`config.mk`:
```
export PLATFORM = sky130hd
export DESIGN_NAME = tank_level_rollup_with_drop_alarm
export DESIGN_NICKNAME = d
export VERILOG_FILES = /design/src/hw/rtl/tlr_pkg.sv /design/src/hw/rtl/tank_level_rollup_with_drop_alarm.sv /design/src/hw/rtl/tlr_div.sv /design/src/hw/rtl/tlr_datapath.sv /design/src/hw/rtl/tlr_ctrl.sv
export VERILOG_INCLUDE_DIRS = /design/src /design/src/hw/rtl
export SDC_FILE = /design/constraint.sdc
export NUM_CORES = 2
export LEC_CHECK = 0
export ABC_AREA = 1
export BUFFER_PORTS_ARGS = -buffer_cell sky130_fd_sc_hd__buf_2
export CAP_MARGIN = 10
export CORE_MARGIN = 1.5
export CORE_UTILIZATION = 25
export CTS_BUF_LIST = sky130_fd_sc_hd__clkbuf_2 sky130_fd_sc_hd__clkbuf_4 sky130_fd_sc_hd__clkbuf_8
export DETAILED_ROUTE_END_ITERATION = 12
export PLACE_DENSITY = 0.43
export SYNTH_ARGS = -nofsm -noshare
export SYNTH_HDL_FRONTEND = slang
export SYNTH_SLANG_ARGS = --single-unit
```
`constraint.sdc`:
```
create_clock -name clk -period 6.5 [get_ports clk]
set_input_delay 0.65 -clock clk [delete_from_list [all_inputs] [get_ports clk]]
set_output_delay 0.65 -clock clk [all_outputs]
set_load 0.005 [all_outputs]
```
`src/hw/rtl/tank_level_rollup_with_drop_alarm_macros.svh`:
```
// Assertion macros for the tank level roll-up block.
// Used by the controller and the top level; depends on nothing.
`ifndef TANK_LEVEL_ROLLUP_WITH_DROP_ALARM_MACROS_SVH
`define TANK_LEVEL_ROLLUP_WITH_DROP_ALARM_MACROS_SVH

// Property that must hold on every clock edge outside reset
`define TLR_ASSERT(label, prop, msg) \
    label: assert property (@(posedge clk) disable iff (!rst_n) (prop)) else $error(msg);

// Implication checked in the next cycle
`define TLR_ASSERT_NEXT(label, cond, prop, msg) \
    label: assert property (@(posedge clk) disable iff (!rst_n) (cond) |=> (prop)) \
        else $error(msg);

`endif

```
`src/hw/rtl/tlr_pkg.sv`:
```
// Shared types and constants for the tank level roll-up block.
// No dependencies.
package tlr_pkg;

    localparam int NUM_TANKS = 8;
    localparam int TANK_W = 3;

    // Result kinds
    localparam logic [2:0] KIND_ALARM   = 3'd0;
    localparam logic [2:0] KIND_SAMPLE  = 3'd1;
    localparam logic [2:0] KIND_MEDIUM  = 3'd2;
    localparam logic [2:0] KIND_LONG    = 3'd3;
    localparam logic [2:0] KIND_ONLINE  = 3'd4;
    localparam logic [2:0] KIND_OFFLINE = 3'd5;

    // Configuration register indexes
    localparam logic [2:0] CFG_THR1   = 3'd0;
    localparam logic [2:0] CFG_THR2   = 3'd1;
    localparam logic [2:0] CFG_THR3   = 3'd2;
    localparam logic [2:0] CFG_MEDIUM = 3'd3;
    localparam logic [2:0] CFG_LONG   = 3'd4;
    localparam logic [2:0] CFG_LIVE   = 3'd5;

    // Datapath operations requested by the controller
    localparam logic [3:0] OP_NONE      = 4'd0;
    localparam logic [3:0] OP_LOAD      = 4'd1;  // latch input, read tank
    localparam logic [3:0] OP_DIV_MNOW  = 4'd2;  // now / medium period
    localparam logic [3:0] OP_DIV_MST   = 4'd3;  // medium_start / medium period
    localparam logic [3:0] OP_DIV_LNOW  = 4'd4;
    localparam logic [3:0] OP_DIV_LST   = 4'd5;
    localparam logic [3:0] OP_DIV_MAVG  = 4'd6;  // medium average
    localparam logic [3:0] OP_DIV_LAVG  = 4'd7;  // long average
    localparam logic [3:0] OP_WRITE     = 4'd8;  // commit tank state
    localparam logic [3:0] OP_TICK_TANK = 4'd9;  // check one tank on a tick

    typedef struct packed {
        logic [3:0]        op;
        logic [TANK_W-1:0] tick_idx;
    } tlr_cmd_t;

    typedef struct packed {
        logic div_busy;
        logic in_range;
        logic is_tick;
        logic has_prev;       // last_time nonzero
        logic alarm0;
        logic was_active;
        logic med_same;       // bucket compare valid after both divides
        logic med_has;        // medium_count nonzero
        logic alarm1;
        logic long_same;
        logic long_has;
        logic alarm2;
        logic tick_off;       // tank tick_idx goes offline
    } tlr_stat_t;

    typedef struct packed {
        logic [2:0]  kind;
        logic [2:0]  tank;
        logic [1:0]  stage;
        logic [31:0] rtime;
        logic [15:0] level;
        logic [15:0] count;
    } tlr_res_t;

    function automatic logic [31:0] sat_add32(input logic [31:0] a, input logic [31:0] b);
        logic [32:0] s;
        s = {1'b0, a} + {1'b0, b};
        return s[32] ? 32'hFFFF_FFFF : s[31:0];
    endfunction

    function automatic logic [15:0] sat_add16(input logic [15:0] a, input logic [15:0] b);
        logic [16:0] s;
        s = {1'b0, a} + {1'b0, b};
        return s[16] ? 16'hFFFF : s[15:0];
    endfunction

endpackage

```
`src/hw/rtl/tank_level_rollup_with_drop_alarm.sv`:
```
// Top level of the tank level roll-up with drop alarm.
// Depends on tlr_pkg, tlr_ctrl, tlr_datapath and the assertion macro header.
//
// One item at a time: the input stalls from acceptance until the item is
// finished. A sample runs six divides on the shared 32-bit radix-2 divider
// (two per period to compare buckets, two averages), each awaited in S_WAIT
// before the next step, then emits its results as the output stall allows.
// A tick checks each tank in turn (S_TICK, S_TCHK), with S_TOUT for each
// tank that goes offline, and ends in S_TEND. Up to eight results per item.
`include "tank_level_rollup_with_drop_alarm_macros.svh"
module tank_level_rollup_with_drop_alarm
    import tlr_pkg::*;
(
    input  logic        clk,
    input  logic        rst_n,
    input  logic        cfg_we,
    input  logic [2:0]  cfg_index,
    input  logic [31:0] cfg_data,
    input  logic        in_valid,
    output logic        in_stall,
    input  logic        action,
    input  logic [2:0]  tank_index,
    input  logic [15:0] level_sample,
    input  logic [31:0] now_s,
    output logic        out_valid,
    input  logic        out_stall,
    output logic [2:0]  event_kind,
    output logic [2:0]  tank_number,
    output logic [1:0]  alarm_stage,
    output logic [31:0] record_time,
    output logic [15:0] level_value,
    output logic [15:0] sample_count,
    output logic        last
);

    tlr_cmd_t  cmd;
    tlr_stat_t stat;
    tlr_res_t  r0, r1, r2, r3, r4, r5, r6, r7, ores;

    tlr_datapath u_dp (
        .clk, .rst_n, .cfg_we, .cfg_index, .cfg_data,
        .action, .tank_index, .level_sample, .now_s,
        .cmd, .stat,
        .res_alarm0 (r0), .res_sample (r1), .res_online (r2), .res_alarm1 (r3),
        .res_medium (r4), .res_alarm2 (r5), .res_long (r6), .res_offline (r7)
    );

    tlr_ctrl u_ctrl (
        .clk, .rst_n, .in_valid, .in_stall, .cmd, .stat,
        .res_alarm0 (r0), .res_sample (r1), .res_online (r2), .res_alarm1 (r3),
        .res_medium (r4), .res_alarm2 (r5), .res_long (r6), .res_offline (r7),
        .out_valid, .out_stall, .out_res (ores), .out_last (last)
    );

    assign event_kind   = ores.kind;
    assign tank_number  = ores.tank;
    assign alarm_stage  = ores.stage;
    assign record_time  = ores.rtime;
    assign level_value  = ores.level;
    assign sample_count = ores.count;

    `TLR_ASSERT_NEXT(a_out_hold, out_valid && out_stall, out_valid && $stable(ores), "held")
    `TLR_ASSERT(a_kind_ok, !out_valid || event_kind <= KIND_OFFLINE, "bad event kind")
    `TLR_ASSERT_NEXT(a_stall_busy, in_valid && !in_stall, in_stall, "second item taken")

endmodule

```
`src/hw/rtl/tlr_div.sv`:
```
// Radix-2 restoring divider, 32 by 32 bits, one quotient bit per cycle.
// Depends on tlr_pkg.
module tlr_div
    import tlr_pkg::*;
(
    input  logic        clk,
    input  logic        rst_n,
    input  logic        start,
    input  logic [31:0] dividend,
    input  logic [31:0] divisor,
    output logic        busy,
    output logic [31:0] quotient
);

    logic [5:0]  cnt_reg, cnt_next;
    logic [31:0] quo_reg, quo_next;
    logic [31:0] rem_reg, rem_next;
    logic [31:0] dvs_reg, dvs_next;
    logic [33:0] trial;

    // Shift in one dividend bit and try a subtract
    always_comb
    begin
        cnt_next = cnt_reg;
        quo_next = quo_reg;
        rem_next = rem_reg;
        dvs_next = dvs_reg;
        trial    = {1'b0, rem_reg, quo_reg[31]} - {2'b00, dvs_reg};
        if (start)
        begin
            cnt_next = 6'd32;
            quo_next = dividend;
            rem_next = '0;
            dvs_next = divisor;
        end
        else if (cnt_reg != 6'd0)
        begin
            cnt_next = cnt_reg - 6'd1;
            if (!trial[33])
            begin
                rem_next = trial[31:0];
                quo_next = {quo_reg[30:0], 1'b1};
            end
            else
            begin
                rem_next = {rem_reg[30:0], quo_reg[31]};
                quo_next = {quo_reg[30:0], 1'b0};
            end
        end
    end

    always_ff @(posedge clk or negedge rst_n)
    begin
        if (!rst_n)
            cnt_reg <= '0;
        else
            cnt_reg <= cnt_next;
    end

    always_ff @(posedge clk)
    begin
        quo_reg <= quo_next;
        rem_reg <= rem_next;
        dvs_reg <= dvs_next;
    end

    assign busy     = (cnt_reg != 6'd0);
    assign quotient = quo_reg;

endmodule

```
`src/hw/rtl/tlr_datapath.sv`:
```
// Datapath: configuration, per-tank state, divider and result staging.
// Depends on tlr_pkg and tlr_div.
module tlr_datapath
    import tlr_pkg::*;
(
    input  logic        clk,
    input  logic        rst_n,
    input  logic        cfg_we,
    input  logic [2:0]  cfg_index,
    input  logic [31:0] cfg_data,
    input  logic        action,
    input  logic [2:0]  tank_index,
    input  logic [15:0] level_sample,
    input  logic [31:0] now_s,
    input  tlr_cmd_t    cmd,
    output tlr_stat_t   stat,
    output tlr_res_t    res_alarm0,
    output tlr_res_t    res_sample,
    output tlr_res_t    res_online,
    output tlr_res_t    res_alarm1,
    output tlr_res_t    res_medium,
    output tlr_res_t    res_alarm2,
    output tlr_res_t    res_long,
    output tlr_res_t    res_offline
);

    logic [15:0] thr1_reg, thr2_reg, thr3_reg;
    logic [31:0] med_per_reg, long_per_reg, live_reg;

    // Configuration registers
    always_ff @(posedge clk or negedge rst_n)
    begin
        if (!rst_n)
        begin
            thr1_reg     <= 16'd50;
            thr2_reg     <= 16'd50;
            thr3_reg     <= 16'd50;
            med_per_reg  <= 32'd3600;
            long_per_reg <= 32'd86400;
            live_reg     <= 32'd60;
        end
        else if (cfg_we)
        begin
            unique case (cfg_index)
                CFG_THR1:   thr1_reg     <= cfg_data[15:0];
                CFG_THR2:   thr2_reg     <= cfg_data[15:0];
                CFG_THR3:   thr3_reg     <= cfg_data[15:0];
                CFG_MEDIUM: med_per_reg  <= cfg_data;
                CFG_LONG:   long_per_reg <= cfg_data;
                CFG_LIVE:   live_reg     <= cfg_data;
                default:    ;
            endcase
        end
    end

    // Per-tank state, all cleared by reset
    logic [NUM_TANKS-1:0] act_reg;
    logic [31:0] ltime_reg [NUM_TANKS];
    logic [15:0] llev_reg  [NUM_TANKS];
    logic [15:0] p1_reg    [NUM_TANKS];
    logic [15:0] p2_reg    [NUM_TANKS];
    logic [15:0] p3_reg    [NUM_TANKS];
    logic [31:0] mst_reg   [NUM_TANKS];
    logic [31:0] msum_reg  [NUM_TANKS];
    logic [15:0] mcnt_reg  [NUM_TANKS];
    logic [31:0] lst_reg   [NUM_TANKS];
    logic [31:0] lsum_reg  [NUM_TANKS];
    logic [15:0] lcnt_reg  [NUM_TANKS];

    // Latched input item
    logic        tick_reg;
    logic [2:0]  t_reg;
    logic [15:0] lvl_reg;
    logic [31:0] now_reg;
    logic [31:0] q_reg;     // quotient captured for bucket compare
    logic [15:0] mavg_reg, lavg_reg;
    logic        med_same_reg, long_same_reg;
    logic        offline_reg;

    // Divider
    logic        div_start, div_busy;
    logic [31:0] div_a, div_b, div_q;
    logic [31:0] mper, lper;
    logic        pend_reg;
    logic [3:0]  pend_op_reg;

    assign mper = (med_per_reg == 32'd0) ? 32'd1 : med_per_reg;
    assign lper = (long_per_reg == 32'd0) ? 32'd1 : long_per_reg;

    always_comb
    begin
        div_start = 1'b0;
        div_a     = now_reg;
        div_b     = mper;
        unique case (cmd.op)
            OP_DIV_MNOW: begin div_start = 1'b1; div_a = now_reg;          div_b = mper; end
            OP_DIV_MST:  begin div_start = 1'b1; div_a = mst_reg[t_reg];   div_b = mper; end
            OP_DIV_LNOW: begin div_start = 1'b1; div_a = now_reg;          div_b = lper; end
            OP_DIV_LST:  begin div_start = 1'b1; div_a = lst_reg[t_reg];   div_b = lper; end
            OP_DIV_MAVG:
            begin
                div_start = 1'b1;
                div_a     = msum_reg[t_reg];
                div_b     = {16'd0, mcnt_reg[t_reg]};
            end
            OP_DIV_LAVG:
            begin
                div_start = 1'b1;
                div_a     = lsum_reg[t_reg];
                div_b     = {16'd0, lcnt_reg[t_reg]};
            end
            default: ;
        endcase
    end

    tlr_div u_div (
        .clk      (clk),
        .rst_n    (rst_n),
        .start    (div_start),
        .dividend (div_a),
        .divisor  (div_b),
        .busy     (div_busy),
        .quotient (div_q)
    );

    // Capture quotients when the divider finishes
    always_ff @(posedge clk or negedge rst_n)
    begin
        if (!rst_n)
        begin
            pend_reg    <= 1'b0;
            pend_op_reg <= OP_NONE;
        end
        else if (div_start)
        begin
            pend_reg    <= 1'b1;
            pend_op_reg <= cmd.op;
        end
        else if (pend_reg && !div_busy)
        begin
            pend_reg <= 1'b0;
        end
    end

    logic [15:0] q_sat;
    assign q_sat = (div_q[31:16] != 16'd0) ? 16'hFFFF : div_q[15:0];

    always_ff @(posedge clk)
    begin
        if (pend_reg && !div_busy && !div_start)
        begin
            unique case (pend_op_reg)
                OP_DIV_MNOW, OP_DIV_LNOW: q_reg <= div_q;
                OP_DIV_MST:  med_same_reg  <= (div_q == q_reg);
                OP_DIV_LST:  long_same_reg <= (div_q == q_reg);
                OP_DIV_MAVG: mavg_reg <= q_sat;
                OP_DIV_LAVG: lavg_reg <= q_sat;
                default: ;
            endcase
        end
        if (cmd.op == OP_LOAD)
        begin
            tick_reg <= action;
            t_reg    <= tank_index;
            lvl_reg  <= level_sample;
            now_reg  <= now_s;
        end
        if (cmd.op == OP_TICK_TANK)
            offline_reg <= act_reg[cmd.tick_idx]
                && ((now_reg - ltime_reg[cmd.tick_idx]) >= live_reg);
    end

    // Drop tests
    logic [16:0] d1, d2, d3;
    logic        a0, a1, a2;
    assign d1 = {1'b0, p1_reg[t_reg]} - {1'b0, lvl_reg};
    assign d2 = {1'b0, p2_reg[t_reg]} - {1'b0, lvl_reg};
    assign d3 = {1'b0, p3_reg[t_reg]} - {1'b0, lvl_reg};
    assign a0 = (p1_reg[t_reg] > lvl_reg) && (d1[15:0] >= thr1_reg);
    assign a1 = (p2_reg[t_reg] > lvl_reg) && (d2[15:0] >= thr2_reg);
    assign a2 = (p3_reg[t_reg] > lvl_reg) && (d3[15:0] >= thr3_reg);

    // Status to the controller
    always_comb
    begin
        stat.div_busy   = div_busy || pend_reg;
        stat.in_range   = ({1'b0, t_reg} < 4'(NUM_TANKS));
        stat.is_tick    = tick_reg;
        stat.has_prev   = (ltime_reg[t_reg] != 32'd0);
        stat.alarm0     = a0;
        stat.was_active = act_reg[t_reg];
        stat.med_same   = med_same_reg;
        stat.med_has    = (mcnt_reg[t_reg] != 16'd0);
        stat.alarm1     = a1;
        stat.long_same  = long_same_reg;
        stat.long_has   = (lcnt_reg[t_reg] != 16'd0);
        stat.alarm2     = a2;
        stat.tick_off   = offline_reg;
    end

    // Candidate results
    always_comb
    begin
        res_alarm0  = '{KIND_ALARM, t_reg, 2'd0, now_reg, d1[15:0], 16'd0};
        res_sample  = '{KIND_SAMPLE, t_reg, 2'd0, ltime_reg[t_reg], llev_reg[t_reg], 16'd1};
        res_online  = '{KIND_ONLINE, t_reg, 2'd0, now_reg, 16'd0, 16'd0};
        res_alarm1  = '{KIND_ALARM, t_reg, 2'd1, now_reg, d2[15:0], 16'd0};
        res_medium  = '{KIND_MEDIUM, t_reg, 2'd0, mst_reg[t_reg], mavg_reg, mcnt_reg[t_reg]};
        res_alarm2  = '{KIND_ALARM, t_reg, 2'd2, now_reg, d3[15:0], 16'd0};
        res_long    = '{KIND_LONG, t_reg, 2'd0, lst_reg[t_reg], lavg_reg, lcnt_reg[t_reg]};
        res_offline = '{KIND_OFFLINE, cmd.tick_idx, 2'd0, now_reg, 16'd0, 16'd0};
    end

    // Commit of tank state; a tick clears the active bit of a tank that goes offline
    always_ff @(posedge clk or negedge rst_n)
    begin
        if (!rst_n)
        begin
            act_reg <= '0;
            for (int i = 0; i < NUM_TANKS; i++)
            begin
                ltime_reg[i] <= '0; llev_reg[i] <= '0;
                p1_reg[i] <= '0; p2_reg[i] <= '0; p3_reg[i] <= '0;
                mst_reg[i] <= '0; msum_reg[i] <= '0; mcnt_reg[i] <= '0;
                lst_reg[i] <= '0; lsum_reg[i] <= '0; lcnt_reg[i] <= '0;
            end
        end
        else if (cmd.op == OP_TICK_TANK)
        begin
            if (act_reg[cmd.tick_idx]
                && ((now_reg - ltime_reg[cmd.tick_idx]) >= live_reg))
                act_reg[cmd.tick_idx] <= 1'b0;
        end
        else if (cmd.op == OP_WRITE)
        begin
            act_reg[t_reg]   <= 1'b1;
            p1_reg[t_reg]    <= lvl_reg;
            ltime_reg[t_reg] <= now_reg;
            llev_reg[t_reg]  <= lvl_reg;
            if (med_same_reg)
            begin
                msum_reg[t_reg] <= sat_add32(msum_reg[t_reg], {16'd0, lvl_reg});
                mcnt_reg[t_reg] <= sat_add16(mcnt_reg[t_reg], 16'd1);
            end
            else
            begin
                p2_reg[t_reg]   <= lvl_reg;
                mst_reg[t_reg]  <= now_reg;
                msum_reg[t_reg] <= {16'd0, lvl_reg};
                mcnt_reg[t_reg] <= 16'd1;
                if (long_same_reg)
                begin
                    lsum_reg[t_reg] <= sat_add32(lsum_reg[t_reg], msum_reg[t_reg]);
                    lcnt_reg[t_reg] <= sat_add16(lcnt_reg[t_reg], mcnt_reg[t_reg]);
                end
                else
                begin
                    p3_reg[t_reg]   <= lvl_reg;
                    lst_reg[t_reg]  <= now_reg;
                    lsum_reg[t_reg] <= msum_reg[t_reg];
                    lcnt_reg[t_reg] <= mcnt_reg[t_reg];
                end
            end
        end
    end

endmodule

```
`src/hw/rtl/tlr_ctrl.sv`:
```
// Controller: runs a sample through divides, results and commit, or a tick scan.
// Depends on tlr_pkg and the assertion macro header.
`include "tank_level_rollup_with_drop_alarm_macros.svh"
module tlr_ctrl
    import tlr_pkg::*;
(
    input  logic      clk,
    input  logic      rst_n,
    input  logic      in_valid,
    output logic      in_stall,
    output tlr_cmd_t  cmd,
    input  tlr_stat_t stat,
    input  tlr_res_t  res_alarm0,
    input  tlr_res_t  res_sample,
    input  tlr_res_t  res_online,
    input  tlr_res_t  res_alarm1,
    input  tlr_res_t  res_medium,
    input  tlr_res_t  res_alarm2,
    input  tlr_res_t  res_long,
    input  tlr_res_t  res_offline,
    output logic      out_valid,
    input  logic      out_stall,
    output tlr_res_t  out_res,
    output logic      out_last
);

    localparam logic [3:0] S_IDLE  = 4'd0;
    localparam logic [3:0] S_START = 4'd1;
    localparam logic [3:0] S_MNOW  = 4'd2;
    localparam logic [3:0] S_MST   = 4'd3;
    localparam logic [3:0] S_LNOW  = 4'd4;
    localparam logic [3:0] S_LST   = 4'd5;
    localparam logic [3:0] S_MAVG  = 4'd6;
    localparam logic [3:0] S_LAVG  = 4'd7;
    localparam logic [3:0] S_WAIT  = 4'd8;
    localparam logic [3:0] S_EMIT  = 4'd9;
    localparam logic [3:0] S_TICK  = 4'd10;
    localparam logic [3:0] S_TCHK  = 4'd11;
    localparam logic [3:0] S_TOUT  = 4'd12;
    localparam logic [3:0] S_TEND  = 4'd13;

    logic [3:0] state_reg, state_next;
    logic [3:0] after_reg, after_next;      // state after a divide wait
    logic [2:0] ti_reg, ti_next;            // tick scan index
    logic [7:0] list_reg, list_next;        // pending sample results
    logic       toff_reg, toff_next;        // an offline queued
    tlr_res_t   qres_reg, qres_next;        // the queued offline
    logic       ov_reg, ov_next;
    tlr_res_t   ores_reg, ores_next;
    logic       olast_reg, olast_next;

    // Plan of sample results in model order
    logic [7:0] plan;
    logic       al0, al1;
    always_comb
    begin
        al0 = stat.has_prev && stat.alarm0;
        al1 = !stat.med_same && stat.med_has && !al0 && stat.alarm1;
        plan[0] = al0;
        plan[1] = stat.has_prev;
        plan[2] = !stat.was_active;
        plan[3] = al1;
        plan[4] = !stat.med_same && stat.med_has;
        plan[5] = !stat.med_same && !stat.long_same && stat.long_has
                  && !al0 && !al1 && stat.alarm2;
        plan[6] = !stat.med_same && !stat.long_same && stat.long_has;
        plan[7] = 1'b0;
    end

    // Lowest pending result
    logic [2:0] pick;
    tlr_res_t   pick_res;
    logic [7:0] rest;
    always_comb
    begin
        pick = 3'd0;
        for (int i = 6; i >= 0; i--)
            if (list_reg[i])
                pick = 3'(i);
        rest = list_reg & ~(8'd1 << pick);
        unique case (pick)
            3'd0: pick_res = res_alarm0;
            3'd1: pick_res = res_sample;
            3'd2: pick_res = res_online;
            3'd3: pick_res = res_alarm1;
            3'd4: pick_res = res_medium;
            3'd5: pick_res = res_alarm2;
            3'd6: pick_res = res_long;
            default: pick_res = res_long;
        endcase
    end

    logic out_free;
    assign out_free = !ov_reg || !out_stall;

    // Next-state logic
    always_comb
    begin
        state_next  = state_reg;
        after_next  = after_reg;
        ti_next     = ti_reg;
        list_next   = list_reg;
        toff_next   = toff_reg;
        qres_next   = qres_reg;
        ov_next     = ov_reg && out_stall;
        ores_next   = ores_reg;
        olast_next  = olast_reg;
        cmd.op      = OP_NONE;
        cmd.tick_idx = ti_reg;
        unique case (state_reg)
            S_IDLE:
            begin
                if (in_valid)
                begin
                    cmd.op     = OP_LOAD;
                    state_next = S_START;
                end
            end
            S_START:
            begin
                if (stat.is_tick)
                begin
                    ti_next    = '0;
                    toff_next  = 1'b0;
                    state_next = S_TICK;
                end
                else if (!stat.in_range)
                    state_next = S_IDLE;
                else
                begin
                    cmd.op     = OP_DIV_MNOW;
                    after_next = S_MST;
                    state_next = S_WAIT;
                end
            end
            S_WAIT:
            begin
                if (!stat.div_busy)
                    state_next = after_reg;
            end
            S_MST:  begin cmd.op = OP_DIV_MST;  after_next = S_LNOW; state_next = S_WAIT; end
            S_LNOW: begin cmd.op = OP_DIV_LNOW; after_next = S_LST;  state_next = S_WAIT; end
            S_LST:  begin cmd.op = OP_DIV_LST;  after_next = S_MAVG; state_next = S_WAIT; end
            S_MAVG: begin cmd.op = OP_DIV_MAVG; after_next = S_LAVG; state_next = S_WAIT; end
            S_LAVG:
            begin
                cmd.op     = OP_DIV_LAVG;
                after_next = S_MNOW;
                state_next = S_WAIT;
            end
            S_MNOW:
            begin
                // all quotients ready: plan results
                list_next  = plan;
                state_next = S_EMIT;
            end
            S_EMIT:
            begin
                if (list_reg == 8'd0)
                begin
                    cmd.op     = OP_WRITE;
                    state_next = S_IDLE;
                end
                else if (out_free)
                begin
                    ov_next    = 1'b1;
                    ores_next  = pick_res;
                    olast_next = (rest == 8'd0);
                    list_next  = rest;
                end
            end
            S_TICK:
            begin
                cmd.op     = OP_TICK_TANK;
                state_next = S_TCHK;
            end
            S_TCHK:
            begin
                if (stat.tick_off)
                    state_next = S_TOUT;
                else if (ti_reg == 3'(NUM_TANKS - 1))
                    state_next = S_TEND;
                else
                begin
                    ti_next    = ti_reg + 3'd1;
                    state_next = S_TICK;
                end
            end
            S_TOUT:
            begin
                // send the earlier offline, then queue this one
                if (!toff_reg || out_free)
                begin
                    if (toff_reg)
                    begin
                        ov_next    = 1'b1;
                        ores_next  = qres_reg;
                        olast_next = 1'b0;
                    end
                    qres_next  = res_offline;
                    toff_next  = 1'b1;
                    if (ti_reg == 3'(NUM_TANKS - 1))
                        state_next = S_TEND;
                    else
                    begin
                        ti_next    = ti_reg + 3'd1;
                        state_next = S_TICK;
                    end
                end
            end
            S_TEND:
            begin
                // the queued offline, if any, is the final result
                if (!toff_reg)
                    state_next = S_IDLE;
                else if (out_free)
                begin
                    ov_next    = 1'b1;
                    ores_next  = qres_reg;
                    olast_next = 1'b1;
                    toff_next  = 1'b0;
                    state_next = S_IDLE;
                end
            end
            default: state_next = S_IDLE;
        endcase
    end

    // A queued offline event waits in qres_reg until the next one or the scan end
    always_ff @(posedge clk or negedge rst_n)
    begin
        if (!rst_n)
        begin
            state_reg <= S_IDLE;
            after_reg <= S_IDLE;
            ti_reg    <= '0;
            list_reg  <= '0;
            toff_reg  <= 1'b0;
            ov_reg    <= 1'b0;
            olast_reg <= 1'b0;
        end
        else
        begin
            state_reg <= state_next;
            after_reg <= after_next;
            ti_reg    <= ti_next;
            list_reg  <= list_next;
            toff_reg  <= toff_next;
            ov_reg    <= ov_next;
            olast_reg <= olast_next;
        end
    end

    always_ff @(posedge clk)
    begin
        ores_reg <= ores_next;
        qres_reg <= qres_next;
    end

    assign in_stall  = (state_reg != S_IDLE);
    assign out_valid = ov_reg;
    assign out_res   = ores_reg;
    assign out_last  = olast_reg;

    `TLR_ASSERT(a_tick_end, state_reg != S_TEND || ti_reg == 3'(NUM_TANKS - 1), "scan ended early")
    `TLR_ASSERT_NEXT(a_commit_idle, cmd.op == OP_WRITE, state_reg == S_IDLE, "commit not idle")
    `TLR_ASSERT(a_emit_list, state_reg != S_EMIT || list_reg[7] == 1'b0, "bad result list")

endmodule
```
Yosys cells after proc, flatten, opt, wreduce, memory -nomap -nowiden
Cells that the tools add are included.

storage, ports and cells
  flip-flop bits (word level) = 2555
  input port bits = 92
  output and inout bits = 75
  word-level logic and storage cells = 442

cells by class
  $add $sub $neg = 11
  $lt $le $gt $ge = 14
  eq/ne operators = 54
  shift operators = 1
  mux-type cells = 144
  bitwise operators = 13
  reductions and logical operators = 79

operators by type and width
  cell                                                                   number
  256-bit bitwise mux                                                    7
  128-bit bitwise mux                                                    7
  32-bit two-way mux                                                     20
  32-bit binary-select mux with 3-bit select                             6
  256-bit two-way mux                                                    2
  72-bit two-way mux                                                     6
  72-bit one-hot mux with 6 select lines                                 1
  16-bit binary-select mux with 3-bit select                             6
  128-bit two-way mux                                                    2
  16-bit two-way mux                                                     16
  72-bit one-hot mux with 3 select lines                                 1
  32-bit one-hot mux with 4 select lines                                 1
  120-bit bitwise AND                                                    1
  120-bit inverter                                                       1
  32-bit demux with 3-bit select                                         1
  32-bit one-hot mux with 3 select lines                                 1
  32-bit zero test                                                       2
  16-bit demux with 3-bit select                                         1
  4-bit by 3-bit equality test with 1-bit output, second input constant  12
  16-bit greater-or-equal comparator                                     3
  16-bit > comparator                                                    3
  16-bit nonzero test                                                    3
  16-bit subtractor                                                      3
  8-bit two-way mux                                                      5
  61 further kinds                                                       205

Depth between registers and ports, before layout
  word-level depth = 15
  gate-level depth with buffers = 34
  mapped depth without buffers = 30

Cells and area by module
A second synthesis with hierarchy kept.

second synthesis, totals
  cell total of the unflattened synthesis = 16357
  area, all modules = 129347.8 sq um

by module, submodules not included
  module        instances  cells an instance  area each (sq um)
  tlr_datapath  1          13667              110851.3
  tlr_ctrl      1          1716               11678.7
  tlr_div       1          974                6817.8

Worst setup path after synthesis
OpenSTA, ideal clock, no wires.

  kind = register to register
  from = register u_ctrl.ti_reg[0]
  to = register u_dp.act_reg[0]
  library setup time = 118 ps
  arrival time = 5081 ps
  required time = 6382 ps
  path slack = 1301 ps
  stages on the path, launching flop included = 31
  clock period less this slack = 5199 ps
  path through = dfrtp_1 -> clkbuf_1 -> nor3_1 -> clkbuf_1 -> clkbuf_1 -> a22oi_1 -> nand3_1 -> ha_1 -> inv_1 -> fa_1 -> nand3_1 -> nand2_1 -> a21oi_1 -> o21ai_0 -> a21boi_0 -> o21ai_0 -> a21boi_0 -> or2_2 -> nand3_1 -> nand2_1 -> ha_1 -> nand2_1 -> nor2_1 -> a211oi_1 -> o221ai_1 -> a21oi_1 -> o21ai_0 -> nand3_1 -> nand2_1 -> nand2_1 -> nand2_1

between the ends
  longest elaborated chain between the ends = 9
  elaborated cells on any way between the ends = 20
  those cells by class = add/sub (1); order compare (3); eq/ne (1); mux (9); bitwise (3); reduce/logical (3)

RTL lines
  item                                                    RTL line             text
  start, declared                                         tlr_ctrl.sv:44       logic [2:0] ti_reg, ti_next;
  start signal, assigned                                  tlr_ctrl.sv:246      ti_reg <= ti_next;
  3-bit inverter with 4-bit output (implied by the code)  tlr_datapath.sv:231  && ((now_reg - ltime_reg[cmd.tick_idx]) >= live_reg))
  32-bit binary-select mux with 3-bit select              tlr_datapath.sv:231
  32-bit two-way mux (implied by the code) (2 in a row)   tlr_datapath.sv:231
  32-bit subtractor                                       tlr_datapath.sv:231
  32-bit greater-or-equal comparator                      tlr_datapath.sv:231
  1-bit logical AND                                       tlr_datapath.sv:231
  2-bit != test (no line)                                 -
  2-bit AND reduction (no line)                           -
  end signal, assigned                                    tlr_datapath.sv:219  act_reg <= '0;
  end signal, assigned by index                           tlr_datapath.sv:232  act_reg[cmd.tick_idx] <= 1'b0;
  end signal, assigned by index                           tlr_datapath.sv:236  act_reg[t_reg] <= 1'b1;
  end, declared                                           tlr_datapath.sv:57   logic [NUM_TANKS-1:0] act_reg;

Parallel ways exist; a longest one is shown, timed or not. The select of a mux whose other input is x is not followed.
A chain may end at the register's enable or synchronous reset.

Final worst setup path
  from = register u_ctrl.ti_reg[2]
  to = register u_dp.act_reg[3]

Same word-level chain as after synthesis.

==> impl_metrics.env <==
export IMPL_grt_max_degree=171
export IMPL_initial_utilization=0.251
export IMPL_wl_um=559000
export IMPL_clk_pin_slew_ns=0.07
export IMPL_reg2reg_slack_ns=0.30
export IMPL_fillers=51700
export IMPL_max_stage_delay_ns=0.52
export IMPL_postCtsSetupBuffers=0
export IMPL_grt_total_usage=0.224
export IMPL_worst_slew_pin_slew_ns=1.34
export IMPL_clk_path_buf_depth=4
export IMPL_crit_type="reg2reg"
export IMPL_power_leakage_nw=62.6
export IMPL_nets=15000
export IMPL_yosysWarningCount=0
export IMPL_rows=254
export IMPL_hold_viol=0
export IMPL_layout_drive_gt1_share=0.106
export IMPL_hold_path_class="in2async"
export IMPL_synth_seq_area_share=0.516
export IMPL_fmax_mhz=161
export IMPL_postSynthCellCount=14500
export IMPL_die_x_um=696
export IMPL_maxCapViolCount=0
export IMPL_num_io_pins=167
export IMPL_ys_seq_elements=2426
export IMPL_drv_slew=0
export IMPL_hpwlAfterDp_um=360000
export IMPL_clkLatencyLatePin_ns=1.26
export IMPL_cpLargestDelayFamily="simple AND/OR/NAND/NOR gates"
export IMPL_h_tree_depth=5
export IMPL_chipHeight_um=696
export IMPL_cts_root_buf="clkbuf_8"
export IMPL_synth_edff_count=290
export IMPL_powerDensity_nw_per_um2=344
export IMPL_setup_violations=0
export IMPL_crit_buf_inv=4
export IMPL_whs_ns=0.110
export IMPL_setup_worst_path_end_class="flop"
export IMPL_worst_setup_path_start_kind="flop"
export IMPL_coreArea_um2=479000
export IMPL_drt_vias_per_instance=5.02
export IMPL_postRouteAntennaNets=0
export IMPL_ys_async_sr_fraction=0.867
export IMPL_gp_congestion=0.916
export IMPL_post_drt_wl_per_cell_um=26.1
export IMPL_tritoncts="done"
export IMPL_final_area_um2=139000
export IMPL_place_area_um2=129000
export IMPL_vdd_drop_max_mv=0.239
export IMPL_ys_flop_type="dfrtp_1"
export IMPL_required_ns=7.69
export IMPL_rsz0062_at_grt="no"
export IMPL_cpMaxStageDelayCell="dfrtp_1"
export IMPL_grt_remaining_overflow=0
export IMPL_synth_avg_cell_area_um2=8.28
export IMPL_via_count=108000
export IMPL_arrival_ns=7.39
export IMPL_numPortBuffers=166
export IMPL_outcome="finished clean"
export IMPL_cts_sinks=2426
export IMPL_grt_pass1_wl_um=792000
export IMPL_slew_headroom=0.0994
export IMPL_period_minus_slack_ns=6.20
export IMPL_setup_total_negative_slack_ns=0
export IMPL_drt_iter0_drc=12100
export IMPL_period_share=0.954
export IMPL_syn_area_um2=120000
export IMPL_numCtsBuffers=442
export IMPL_grt_pass1_vias=103000
export IMPL_synth_cell_types=73
export IMPL_cp_max_fo=11
export IMPL_syn2layout_area_growth_pct=15.9
export IMPL_skew_ns=0.123
export IMPL_dieArea_um2=485000
export IMPL_antenna_found_initial=42
export IMPL_drtPass1Iterations=9
export IMPL_drc=0
export IMPL_syn_num_nets=14900
[layer usage]
| layer | track usage | share of wire | wire, um | vias to the layer above |
|---|---|---|---|---|
| met4 | 0.0782 | 0.038 | 21500 | 2 |
| met5 | 0 | 0.000091 | 51 | - |
| li1 | - | - | - | 48800 |
| met3 | 0.0306 | 0.065 | 36400 | 877 |
| met2 | 0.345 | 0.44 | 246000 | 4357 |
| met1 | 0.320 | 0.46 | 256000 | 53700 |
[through the flow]
| step | setup WS, ns | power, mW | utilization | std cells |
|---|---|---|---|---|
| global placement | 0.234 | 31.8 | 0.269 | 20600 |
| detailed placement | 0.240 | 31.8 | 0.269 | 20600 |
| finish | 0.302 | 47.9 | 0.291 | 21500 |
| global route | 0.0400 | 50.1 | 0.291 | 21400 |
| floorplan | 1.30 | 25.4 | - | 14500 |
| CTS | 0.218 | 48.1 | 0.291 | 21400 |
[cell type report]
class                      instances  area [um2]  share of cell area
antenna                           15        37.5            0.000269
clock buffer                     704        8700              0.0624
clock inverter                   110         926             0.00664
inverter                        1160        4490              0.0322
multi-input combinational      10000       50500               0.362
sequential                      2426       62000               0.445
tap                             6400        8010              0.0575
timing repair buffer             604        4700              0.0337
[cell usage in the layout (no fill, tap or decap), drive strengths merged, types with 77 or more instances in the layout]
cell	count
a221oi	184
dfrtp	2082
dlygate4sd3	77
nand3	274
clkbuf	704
inv	1157
nand4	163
nand2	4780
o22ai	305
ha	261
edfxtp	290
a22o	83
o21ai	2222
buf	527
a22oi	208
a21oi	448
clkinv	93
xor2	106
nor2	525
[where the power goes]
part           total [mW]  switching, mW  internal (mW)
Sequential           18.4           1.21           17.2
Combinational        13.3           9.75           3.59
Clock                16.2           7.24           8.94
[kinds of logic after synthesis]
family	share of synthesized area
buffers and inverters	0.0671
and+or+nand+nor	0.197
DFF	0.516
adders and majority gates	0.0285
AOI/OAI and AO/OA	0.179
xor gates and xnor gates	0.0127
[final timing paths]
kind                                                  start                         endpoint  depth (start not counted)
max                            u_ctrl.ti_reg[2]$_DFFE_PN0P_      u_dp.act_reg[3]$_DFFE_PN0P_                         28
min reg2reg                u_dp.u_div.quotient[3]$_DFFE_PP_          u_dp.q_reg[3]$_DFFE_PP_                          0
max reg2reg                    u_ctrl.ti_reg[2]$_DFFE_PN0P_      u_dp.act_reg[3]$_DFFE_PN0P_                         28
max in group asynchronous                             rst_n  u_dp.ltime_reg[120]$_DFFE_PN0P_                          4
min                                                   rst_n    u_dp.msum_reg[76]$_DFFE_PN0P_                          2
min in group clk                               cfg_index[0]  u_dp.med_per_reg[9]$_DFFE_PN1P_                          5
[cells in the mapped netlist, drive strengths merged, types with 22 or more instances]
library cell     n  area share
a22o            83      0.0060
o211ai          41      0.0026
nor4            24      0.0012
a31oi           27      0.0014
o21bai          25      0.0016
o2111ai         44      0.0032
a221oi         184       0.013
o22ai          305       0.016
nor2           525       0.018
xor2           106      0.0077
o31ai           29      0.0018
dfrtp         2082        0.43
a21oi          448       0.019
nand4          163      0.0086
a22oi          208       0.013
dfxtp           32      0.0053
nand2         4780        0.15
edfxtp         290       0.072
dfstp           22      0.0048
clkbuf         635       0.020
buf            264       0.011
nand3          274       0.013
a211oi          23      0.0014
ha             261       0.027
xnor2           68      0.0050
inv           1149       0.036
o21ai         2222       0.095
nor3            67      0.0030
[timing repair]
item / in CTS / in global routing
endpoints found under the hold margin: 241 / 0
resized for setup: 0 / 1
hold buffers: 77 / 0
endpoints found under the setup margin: 0 / 8
(Power assumes the default switching activity.)
